## config.mk

```make
export PLATFORM = sky130hd
export DESIGN_NAME = diff_drive_move_controller_core
export DESIGN_NICKNAME = d
export VERILOG_FILES = /design/src/hw/rtl/ddmc_pkg.sv /design/src/hw/rtl/diff_drive_move_controller_core.sv
export SDC_FILE = /design/constraint.sdc
export NUM_CORES = 2
export LEC_CHECK = 0
export ABC_AREA = 1
export BUFFER_PORTS_ARGS = -buffer_cell sky130_fd_sc_hd__buf_2
export CELL_PAD_IN_SITES_DETAIL_PLACEMENT = 0
export CELL_PAD_IN_SITES_GLOBAL_PLACEMENT = 1
export CORE_UTILIZATION = 52
export DETAILED_ROUTE_END_ITERATION = 6
export GPL_ROUTABILITY_DRIVEN = 0
export HOLD_SLACK_MARGIN = 0.1
export PLACE_DENSITY = 0.88
export SLEW_MARGIN = 20
export SYNTH_ARGS = -nofsm -noshare
export SYNTH_HDL_FRONTEND = slang
export SYNTH_SLANG_ARGS = --single-unit
```

## constraint.sdc

```tcl
create_clock -name clk -period 22 [get_ports clk]
set_input_delay 4.4 -clock clk [delete_from_list [all_inputs] [get_ports clk]]
set_output_delay 4.4 -clock clk [all_outputs]
set_load 0.1 [all_outputs]
```

## src/hw/rtl/ddmc_pkg.sv

```systemverilog
package ddmc_pkg;

	localparam int FRAC_BITS_DEF = 16;

	localparam logic [2:0] REG_MOVE_MODE    = 3'd0;
	localparam logic [2:0] REG_MOVE_AMOUNT  = 3'd1;
	localparam logic [2:0] REG_ARC_DIAMETER = 3'd2;
	localparam logic [2:0] REG_WHEEL_BASE   = 3'd3;
	localparam logic [2:0] REG_MAX_VELOCITY = 3'd4;

	localparam logic [1:0] MODE_STRAIGHT  = 2'd0;
	localparam logic [1:0] MODE_ARC_LEFT  = 2'd1;
	localparam logic [1:0] MODE_ARC_RIGHT = 2'd2;
	localparam logic [1:0] MODE_ROTATE    = 2'd3;

	localparam logic REQ_START = 1'b0;
	localparam logic REQ_TICK  = 1'b1;

	typedef struct packed {
		logic               req_type;
		logic signed [31:0] left_travel;
		logic signed [31:0] right_travel;
		logic signed [31:0] heading;
	} req_t;

	typedef struct packed {
		logic signed [31:0] left_speed;
		logic signed [31:0] right_speed;
		logic               move_done;
	} rsp_t;

endpackage

```

## src/hw/rtl/diff_drive_move_controller_core.sv

```systemverilog
// Move controller for a differential-drive base in signed fixed point with
// FRAC_BITS fraction bits. A start transaction latches wheel and heading goals
// from the measurements and the configured mode; a tick transaction returns
// the two wheel velocity commands and a done flag, one result per item. One
// item is worked on at a time: the products go through a shift-add multiplier
// that retires one multiplier bit per cycle and the arc ratio through a
// restoring divider that retires one quotient bit per cycle. Configuration
// writes are always accepted (cfg_ready is high) and must be made while no
// item is in flight.
module diff_drive_move_controller_core #(
	parameter int FRAC_BITS = ddmc_pkg::FRAC_BITS_DEF
) (
	input  logic             clk,
	input  logic             arst_n,
	input  logic             in_valid,
	output logic             in_stall,
	input  ddmc_pkg::req_t   in_data,
	output logic             out_valid,
	input  logic             out_stall,
	output ddmc_pkg::rsp_t   out_data,
	input  logic             cfg_valid,
	output logic             cfg_ready,
	input  logic [2:0]       cfg_index,
	input  logic [31:0]      cfg_data
);

	localparam int AW  = FRAC_BITS + 34;
	localparam int ACC = AW + 32;
	localparam int LW  = 35;
	localparam int CW  = $clog2(AW + 1);
	localparam int TW  = FRAC_BITS - 5;
	localparam longint ONE_Q = 64'd1 << FRAC_BITS;
	localparam logic [30:0] STEP_Q = 31'((ONE_Q * 5 + 50) / 100);
	localparam logic [TW-1:0] TOL_D = TW'((ONE_Q + 50) / 100);
	localparam logic [33:0] TOL_A = 34'((ONE_Q * 87266 + 5000000) / 10000000);
	localparam logic [LW-1:0] CAP_GOAL = {LW{1'b1}} >> 1;
	localparam logic [LW-1:0] CAP_POS  = LW'(32'h7fff_ffff);
	localparam logic [LW-1:0] CAP_NEG  = LW'(33'h0_8000_0000);

	localparam logic [2:0] S_IDLE = 3'd0;
	localparam logic [2:0] S_PREP = 3'd1;
	localparam logic [2:0] S_MUL  = 3'd2;
	localparam logic [2:0] S_POST = 3'd3;
	localparam logic [2:0] S_DIV  = 3'd4;
	localparam logic [2:0] S_FIN  = 3'd5;

	function automatic logic [33:0] absv(input logic signed [33:0] v);
		return v[33] ? 34'(-v) : 34'(v);
	endfunction

	function automatic logic signed [31:0] sat32(input logic signed [40:0] v);
		if (v > 41'sd2147483647) begin
			return 32'sh7fff_ffff;
		end else if (v < -41'sd2147483648) begin
			return 32'sh8000_0000;
		end
		return v[31:0];
	endfunction

	logic [2:0]          state_q;
	logic                phase_q;
	ddmc_pkg::req_t      in_q;
	logic [1:0]          mode_q;
	logic signed [31:0]  amount_q;
	logic [30:0]         dia_q, wb_q, maxv_q, ramp_q;
	logic signed [31:0]  goal_l_q, goal_r_q, goal_h_q;
	logic [AW-1:0]       mul_a_q;
	logic [31:0]         mul_b_q;
	logic [ACC-1:0]      acc_q;
	logic [LW-1:0]       lim_q, si_q;
	logic                mul_neg_q, si_neg_q, rneg_q;
	logic [CW-1:0]       cnt_q;
	logic [33:0]         rem_q;
	logic signed [31:0]  res_l_q, res_r_q;
	logic                res_done_q;
	logic                out_valid_q;
	ddmc_pkg::rsp_t      out_q;

	logic signed [33:0]  dl, dr, mean, diff, mx, mn, dsum;
	logic signed [30:0]  inner;
	logic [30:0]         outer;
	logic [AW:0]         mul_sum;
	logic [ACC-1:0]      mul_q;
	logic [LW-1:0]       mul_m;
	logic [34:0]         div_sh;
	logic                div_ge;
	logic [33:0]         adl, adr;
	logic [2*TW:0]       sq_sum;
	logic                dist_ok;
	logic signed [40:0]  m_signed, dlm, drm, sgoal;
	logic signed [31:0]  scaled;
	logic                base_neg, out_free;

	assign dl   = 34'(goal_l_q) - 34'(in_q.left_travel);
	assign dr   = 34'(goal_r_q) - 34'(in_q.right_travel);
	assign diff = 34'(in_q.heading) - 34'(goal_h_q);
	assign dsum = dl + dr;
	// Rounds the halved sum toward zero.
	assign mean = (dsum + $signed(34'(dsum[33]))) >>> 1;
	assign mx   = (dl < dr) ? dr : dl;
	assign mn   = (dl < dr) ? dl : dr;
	assign inner = $signed({1'b0, dia_q[30:1]}) - $signed({1'b0, wb_q[30:1]});
	assign outer = {1'b0, dia_q[30:1]} + {1'b0, wb_q[30:1]};

	assign mul_sum = {1'b0, acc_q[ACC-1:32]} + (mul_b_q[0] ? {1'b0, mul_a_q} : '0);
	assign mul_q   = acc_q >> FRAC_BITS;
	assign mul_m   = (mul_q > ACC'(lim_q)) ? lim_q : mul_q[LW-1:0];
	assign m_signed = mul_neg_q ? -$signed({6'b0, mul_m}) : $signed({6'b0, mul_m});
	assign base_neg = mul_neg_q && (mul_m != '0);

	assign div_sh = {rem_q, mul_a_q[AW-1]};
	assign div_ge = div_sh >= {1'b0, absv(mx)};

	assign adl = absv(dl);
	assign adr = absv(dr);
	assign sq_sum = (2*TW+1)'(adl[TW-1:0] * adl[TW-1:0]) + (2*TW+1)'(adr[TW-1:0] * adr[TW-1:0]);
	assign dist_ok = (adl <= 34'(TOL_D)) && (adr <= 34'(TOL_D))
		&& (sq_sum <= (2*TW+1)'(TOL_D * TOL_D));

	assign dlm = 41'((41'(dl) - 41'(mean)) * 41'sd50);
	assign drm = 41'((41'(dr) - 41'(mean)) * 41'sd50);
	assign scaled = mul_neg_q ? 32'(-$signed({1'b0, mul_m})) : 32'(mul_m);
	assign sgoal = si_neg_q ? -$signed({6'b0, si_q}) : $signed({6'b0, si_q});

	assign out_free  = !out_valid_q || !out_stall;
	assign in_stall  = state_q != S_IDLE;
	assign out_valid = out_valid_q;
	assign out_data  = out_q;
	assign cfg_ready = 1'b1;

	always_ff @(posedge clk or negedge arst_n) begin
		if (!arst_n) begin
			mode_q   <= ddmc_pkg::MODE_STRAIGHT;
			amount_q <= '0;
			dia_q    <= '0;
			wb_q     <= '0;
			maxv_q   <= 31'd65536;
		end else if (cfg_valid) begin
			case (cfg_index)
				ddmc_pkg::REG_MOVE_MODE:    mode_q   <= cfg_data[1:0];
				ddmc_pkg::REG_MOVE_AMOUNT:  amount_q <= cfg_data;
				ddmc_pkg::REG_ARC_DIAMETER: dia_q    <= cfg_data[30:0];
				ddmc_pkg::REG_WHEEL_BASE:   wb_q     <= cfg_data[30:0];
				ddmc_pkg::REG_MAX_VELOCITY: maxv_q   <= cfg_data[30:0];
				default: ;
			endcase
		end
	end

	always_ff @(posedge clk or negedge arst_n) begin
		if (!arst_n) begin
			state_q     <= S_IDLE;
			phase_q     <= 1'b0;
			cnt_q       <= '0;
			goal_l_q    <= '0;
			goal_r_q    <= '0;
			goal_h_q    <= '0;
			ramp_q      <= STEP_Q;
			out_valid_q <= 1'b0;
		end else begin
			if (state_q == S_FIN && out_free) begin
				out_valid_q <= 1'b1;
			end else if (!out_stall) begin
				out_valid_q <= 1'b0;
			end
			case (state_q)
				S_IDLE: begin
					if (in_valid) begin
						in_q    <= in_data;
						phase_q <= 1'b0;
						state_q <= S_PREP;
					end
				end
				S_PREP: begin
					acc_q      <= '0;
					cnt_q      <= '0;
					res_l_q    <= '0;
					res_r_q    <= '0;
					res_done_q <= 1'b0;
					if (in_q.req_type == ddmc_pkg::REQ_START) begin
						if (mode_q == ddmc_pkg::MODE_STRAIGHT) begin
							goal_l_q <= sat32(41'(in_q.left_travel) + 41'(amount_q));
							goal_r_q <= sat32(41'(in_q.right_travel) + 41'(amount_q));
							goal_h_q <= in_q.heading;
							state_q  <= S_FIN;
						end else if (mode_q == ddmc_pkg::MODE_ROTATE) begin
							goal_l_q <= in_q.left_travel;
							goal_r_q <= in_q.right_travel;
							goal_h_q <= sat32(41'(in_q.heading) + 41'(amount_q));
							state_q  <= S_FIN;
						end else begin
							goal_l_q  <= in_q.left_travel;
							goal_r_q  <= in_q.right_travel;
							goal_h_q  <= in_q.heading;
							mul_a_q   <= AW'(absv(34'(inner)));
							mul_b_q   <= 32'(absv(34'(amount_q)));
							lim_q     <= CAP_GOAL;
							mul_neg_q <= inner[30] != amount_q[31];
							state_q   <= S_MUL;
						end
					end else begin
						state_q <= S_MUL;
						if (mode_q == ddmc_pkg::MODE_STRAIGHT) begin
							mul_a_q   <= AW'(40'(absv(mean)) * 40'd15);
							mul_b_q   <= 32'(ramp_q);
							lim_q     <= LW'(ramp_q);
							mul_neg_q <= mean[33];
						end else if (mode_q == ddmc_pkg::MODE_ROTATE) begin
							mul_a_q   <= AW'(absv(diff));
							mul_b_q   <= 32'(ramp_q);
							lim_q     <= LW'(ramp_q);
							mul_neg_q <= diff[33];
						end else begin
							mul_a_q   <= AW'(40'(absv(mx)) * 40'd10);
							mul_b_q   <= 32'(ramp_q);
							lim_q     <= LW'(maxv_q);
							mul_neg_q <= mx[33];
						end
					end
				end
				S_MUL: begin
					acc_q   <= {mul_sum, acc_q[31:1]};
					mul_b_q <= mul_b_q >> 1;
					cnt_q   <= cnt_q + 1'b1;
					if (cnt_q == CW'(31)) begin
						state_q <= S_POST;
					end
				end
				S_POST: begin
					acc_q   <= '0;
					cnt_q   <= '0;
					if (in_q.req_type == ddmc_pkg::REQ_START) begin
						if (!phase_q) begin
							si_q      <= mul_m;
							si_neg_q  <= mul_neg_q;
							mul_a_q   <= AW'(outer);
							mul_neg_q <= amount_q[31];
							phase_q   <= 1'b1;
							mul_b_q   <= 32'(absv(34'(amount_q)));
							state_q   <= S_MUL;
						end else if (mode_q == ddmc_pkg::MODE_ARC_LEFT) begin
							goal_l_q <= sat32(41'(in_q.left_travel) + sgoal);
							goal_r_q <= sat32(41'(in_q.right_travel) + m_signed);
							state_q  <= S_FIN;
						end else begin
							goal_r_q <= sat32(41'(in_q.right_travel) + sgoal);
							goal_l_q <= sat32(41'(in_q.left_travel) + m_signed);
							state_q  <= S_FIN;
						end
					end else if (mode_q == ddmc_pkg::MODE_STRAIGHT) begin
						res_l_q    <= sat32(m_signed + dlm);
						res_r_q    <= sat32(m_signed + drm);
						res_done_q <= dist_ok;
						state_q    <= S_FIN;
					end else if (mode_q == ddmc_pkg::MODE_ROTATE) begin
						res_l_q    <= 32'(m_signed);
						res_r_q    <= 32'(-m_signed);
						res_done_q <= absv(diff) <= TOL_A;
						state_q    <= S_FIN;
					end else if (!phase_q) begin
						// Arc base speed is done; the inner wheel gets ratio times base.
						res_done_q <= dist_ok;
						phase_q    <= 1'b1;
						mul_b_q    <= 32'(mul_m);
						if (mode_q == ddmc_pkg::MODE_ARC_LEFT) begin
							res_r_q <= 32'(m_signed);
						end else begin
							res_l_q <= 32'(m_signed);
						end
						if (mx != '0) begin
							rneg_q  <= mn[33] != mx[33];
							si_neg_q <= base_neg;
							mul_a_q <= AW'(absv(mn)) << FRAC_BITS;
							rem_q   <= '0;
							state_q <= S_DIV;
						end else begin
							mul_a_q   <= AW'(ONE_Q);
							mul_neg_q <= base_neg;
							lim_q     <= base_neg ? CAP_NEG : CAP_POS;
							state_q   <= S_MUL;
						end
					end else if (mode_q == ddmc_pkg::MODE_ARC_LEFT) begin
						res_l_q <= scaled;
						state_q <= S_FIN;
					end else begin
						res_r_q <= scaled;
						state_q <= S_FIN;
					end
				end
				S_DIV: begin
					rem_q   <= div_ge ? 34'(div_sh - {1'b0, absv(mx)}) : div_sh[33:0];
					mul_a_q <= {mul_a_q[AW-2:0], div_ge};
					if (cnt_q == CW'(AW - 1)) begin
						cnt_q     <= '0;
						mul_neg_q <= rneg_q != si_neg_q;
						lim_q     <= (rneg_q != si_neg_q) ? CAP_NEG : CAP_POS;
						state_q   <= S_MUL;
					end else begin
						cnt_q <= cnt_q + 1'b1;
					end
				end
				S_FIN: begin
					if (out_free) begin
						out_q.left_speed     <= res_l_q;
						out_q.right_speed    <= res_r_q;
						out_q.move_done      <= res_done_q;
						state_q              <= S_IDLE;
						if (in_q.req_type == ddmc_pkg::REQ_START) begin
							ramp_q <= STEP_Q;
						end else if (32'(ramp_q) + 32'(STEP_Q) > 32'(maxv_q)) begin
							ramp_q <= maxv_q;
						end else begin
							ramp_q <= ramp_q + STEP_Q;
						end
					end
				end
				default: state_q <= S_IDLE;
			endcase
		end
	end

`ifndef SYNTHESIS
	a_out_from_fin: assert property (@(posedge clk) disable iff (!arst_n)
		$rose(out_valid) |-> $past(state_q) == S_FIN)
		else $error("result appeared outside the finish step");
	a_accept_prep: assert property (@(posedge clk) disable iff (!arst_n)
		in_valid && !in_stall |=> state_q == S_PREP)
		else $error("accepted transaction did not start work");
	a_mul_count: assert property (@(posedge clk) disable iff (!arst_n)
		state_q == S_MUL |-> cnt_q < CW'(32))
		else $error("multiplier ran past its last bit");
`endif

endmodule
```

==> results.cfg <==
[yosys]
syn_area_um2 = 104000
synth-main-ff-cell = edfxtp_1
synth_edf_count = 480
ys_ff_latch = 743
synth-async-reset-ratio_pct = 35.4
ys_types = 95
synth_area_leaders = ha_1 (15%), edfxtp_1 (14%), nand2_1 (12%)
syn_avg_cell_area_um2 = 6.93
synthCells = 15000
ys_warn_count = 0
yosysTopAreaCellShare_pct = 14.5
synth_top_cell_by_area = ha_1
yosysSeqAreaShare_pct = 20.2

[grt]
grt_pass1_wl_um = 624000
grtUsageTotal_pct = 40.8
grt-ovfl-total = 0
grt_pass1_vias = 100000
grt_start_max_net_pins = 140
antenna_found_initial = 23

[outcome]
status = finished with violations
failed_checks = DRC

[drt]
drt-pass1-iter-count = 7
drc = 25
drtIter0Drc = 13100
via_per_inst = 6.00
wl_um = 424000
num_vias = 107000
drt-wirelength-per-cell_um = 23.8
antenna_left = 0

[clocking]
cts_tree = built
postCtsSetupBuffers = 0
htreeDepth = 3
cts_buffers = 95
hold_buffers = 0
cts_resized = 0
clk_pin_slew_worst_paths_ps = 60
worstSkewPairLatency_ps = 820
clock-sinks = 743
clockBufferDepth = 3
root_buffer = clkbuf_16

[critical_path]
critical_path_class = reg -> reg
cp.arrival_ps = 16160
start_kind = flop
worst-endpoint-required_ps = 22580
critical-path-max-stage-delay_ps = 590
critPathCaptureType = flop
crit_fanout = 32
slowest_stage = nand2_1
critPathMostFrequentCell = nand2_1

[finish]
final_nets = 16700
drive_gt1_share_pct = 7.34
multi_input_area_um2 = 73500
area_growth_pct = 7.61
fillCellCount = 19200
final_core_util_pct = 56.5
seqCellArea_um2 = 21000

[die]
io_pins = 205
die-area_um2 = 201000
rows = 163
start_util_pct = 52.5
chipWidth_um = 449
core_um2 = 198000
die_y_um = 449

[timing]
tightest_slew_ps = 1330
finalClockSkew_ps = 94.0
post-route-min-period_ps = 15580
max_clock_freq_mhz = 64.2
hold_violations = 0
period_share_pct = 70.8
slew_headroom_pct = 10.6
setup_tns_ps = 0
setup_violations = 0
setup_ws_ps = 6420
slew_viol_final = 0
rsz0062_at_grt = false

[run]
cap_violations = 0

[worst_hold_path]
worstHoldPathType = reg -> reg

[place]
dp_hpwl_um = 344000
place_ws_ps = 6870
io_buffers = 203
[Yosys cell counts (255+ instances only)]
master and instances:
o21ai_0 1030, dfrtp_1 255, nand2_1 3304, clkbuf_1 265, fa_1 283, xnor2_1 264, nor2_1 1287, a21oi_1 1327
ha_1 1205, nand3_1 703, inv_1 2080, xor2_1 654, edfxtp_1 480
[worst paths after layout]
check / from / endpoint / slack [ps] / depth (start not counted)
max in group asynchronous: arst_n / goal_l_q[30] / 15490 / 4
min in group asynchronous: arst_n / state_q[1] / 3510 / 1
min reg2reg: res_r_q[26] / out_data[27] / 410 / 0
max reg2reg: in_q[67] / res_r_q[5] / 6420 / 68
min: res_r_q[26] / out_data[27] / 410 / 0
max: in_q[67] / res_r_q[5] / 6420 / 68
[registers in the layout, indices dropped and copies added (netlist names), 33 cells and up]
signal / count
acc_q: 66
out_data: 65
mul_a_q: 50
in_q: 97
lim_q: 33
si_q: 35
rem_q: 34
[kinds of logic after synthesis]
| logic type | Yosys count | share of synthesized area (%) |
|---|---|---|
| compound gates | 3156 | 17.1 |
| xor+xnor | 932 | 7.97 |
| fa+ha+maj | 1488 | 20.0 |
| buf+inv | 2509 | 9.32 |
| flops | 743 | 20.2 |
| mux | 6 | 0.0579 |
| other cells | 2 | 0.00724 |
| simple gates | 6134 | 25.3 |
[metrics by stage]
step / cells / hold slack (ps) / instance area [um2]
2_1_floorplan: 15000 / 400 / 104000
3_5_place_dp: 17600 / 405 / 108000
5_1_grt: 17800 / 402 / 112000
6_report: 17800 / 407 / 112000
3_3_place_gp: 17600 / 402 / 108000
4_1_cts: 17800 / 392 / 112000
[metal layers]
metal	part of all wire (%)	wire length, um	track usage (%)
met5	0.026	111	0
met4	9.6	40800	32.0
met2	40	171000	59.0
met3	12	50900	11.0
met1	38	161000	51.2
[cell type report]
type	count	area share, %
multi-input combinational	11700	65.8
clock buffer	123	2.37
tap	2640	2.96
clock inverter	56	0.645
timing repair buffer	379	2.12
inverter	2156	7.26
antenna	8	0.0179
sequential	743	18.8
[critical path: cells and delay by family, from the launching register on]
| kind | cells | cell delay (ps) |
|---|---|---|
| AOI/OAI and AO/OA | 25 | 5700 |
| and+or+nand+nor | 24 | 3730 |
| adders and majority gates | 8 | 3080 |
| xor gates and xnor gates | 4 | 1230 |
| buffers and inverters | 7 | 1130 |
| DFF | 1 | 440 |
[layout by cell type (no fill, tap or decap), drive strengths merged, types with 283 or more instances in the layout]
cell and n:
a21oi 1380, nand2 3443, inv 2143, o21ai 1124, edfxtp 480, ha 1205
nor2 1337, nand3 729, buf 379, xor2 665, fa 283
Power is left out: the tool's default activity adds up to more than one toggle a clock period on the data nets, which glitch-free logic cannot reach.
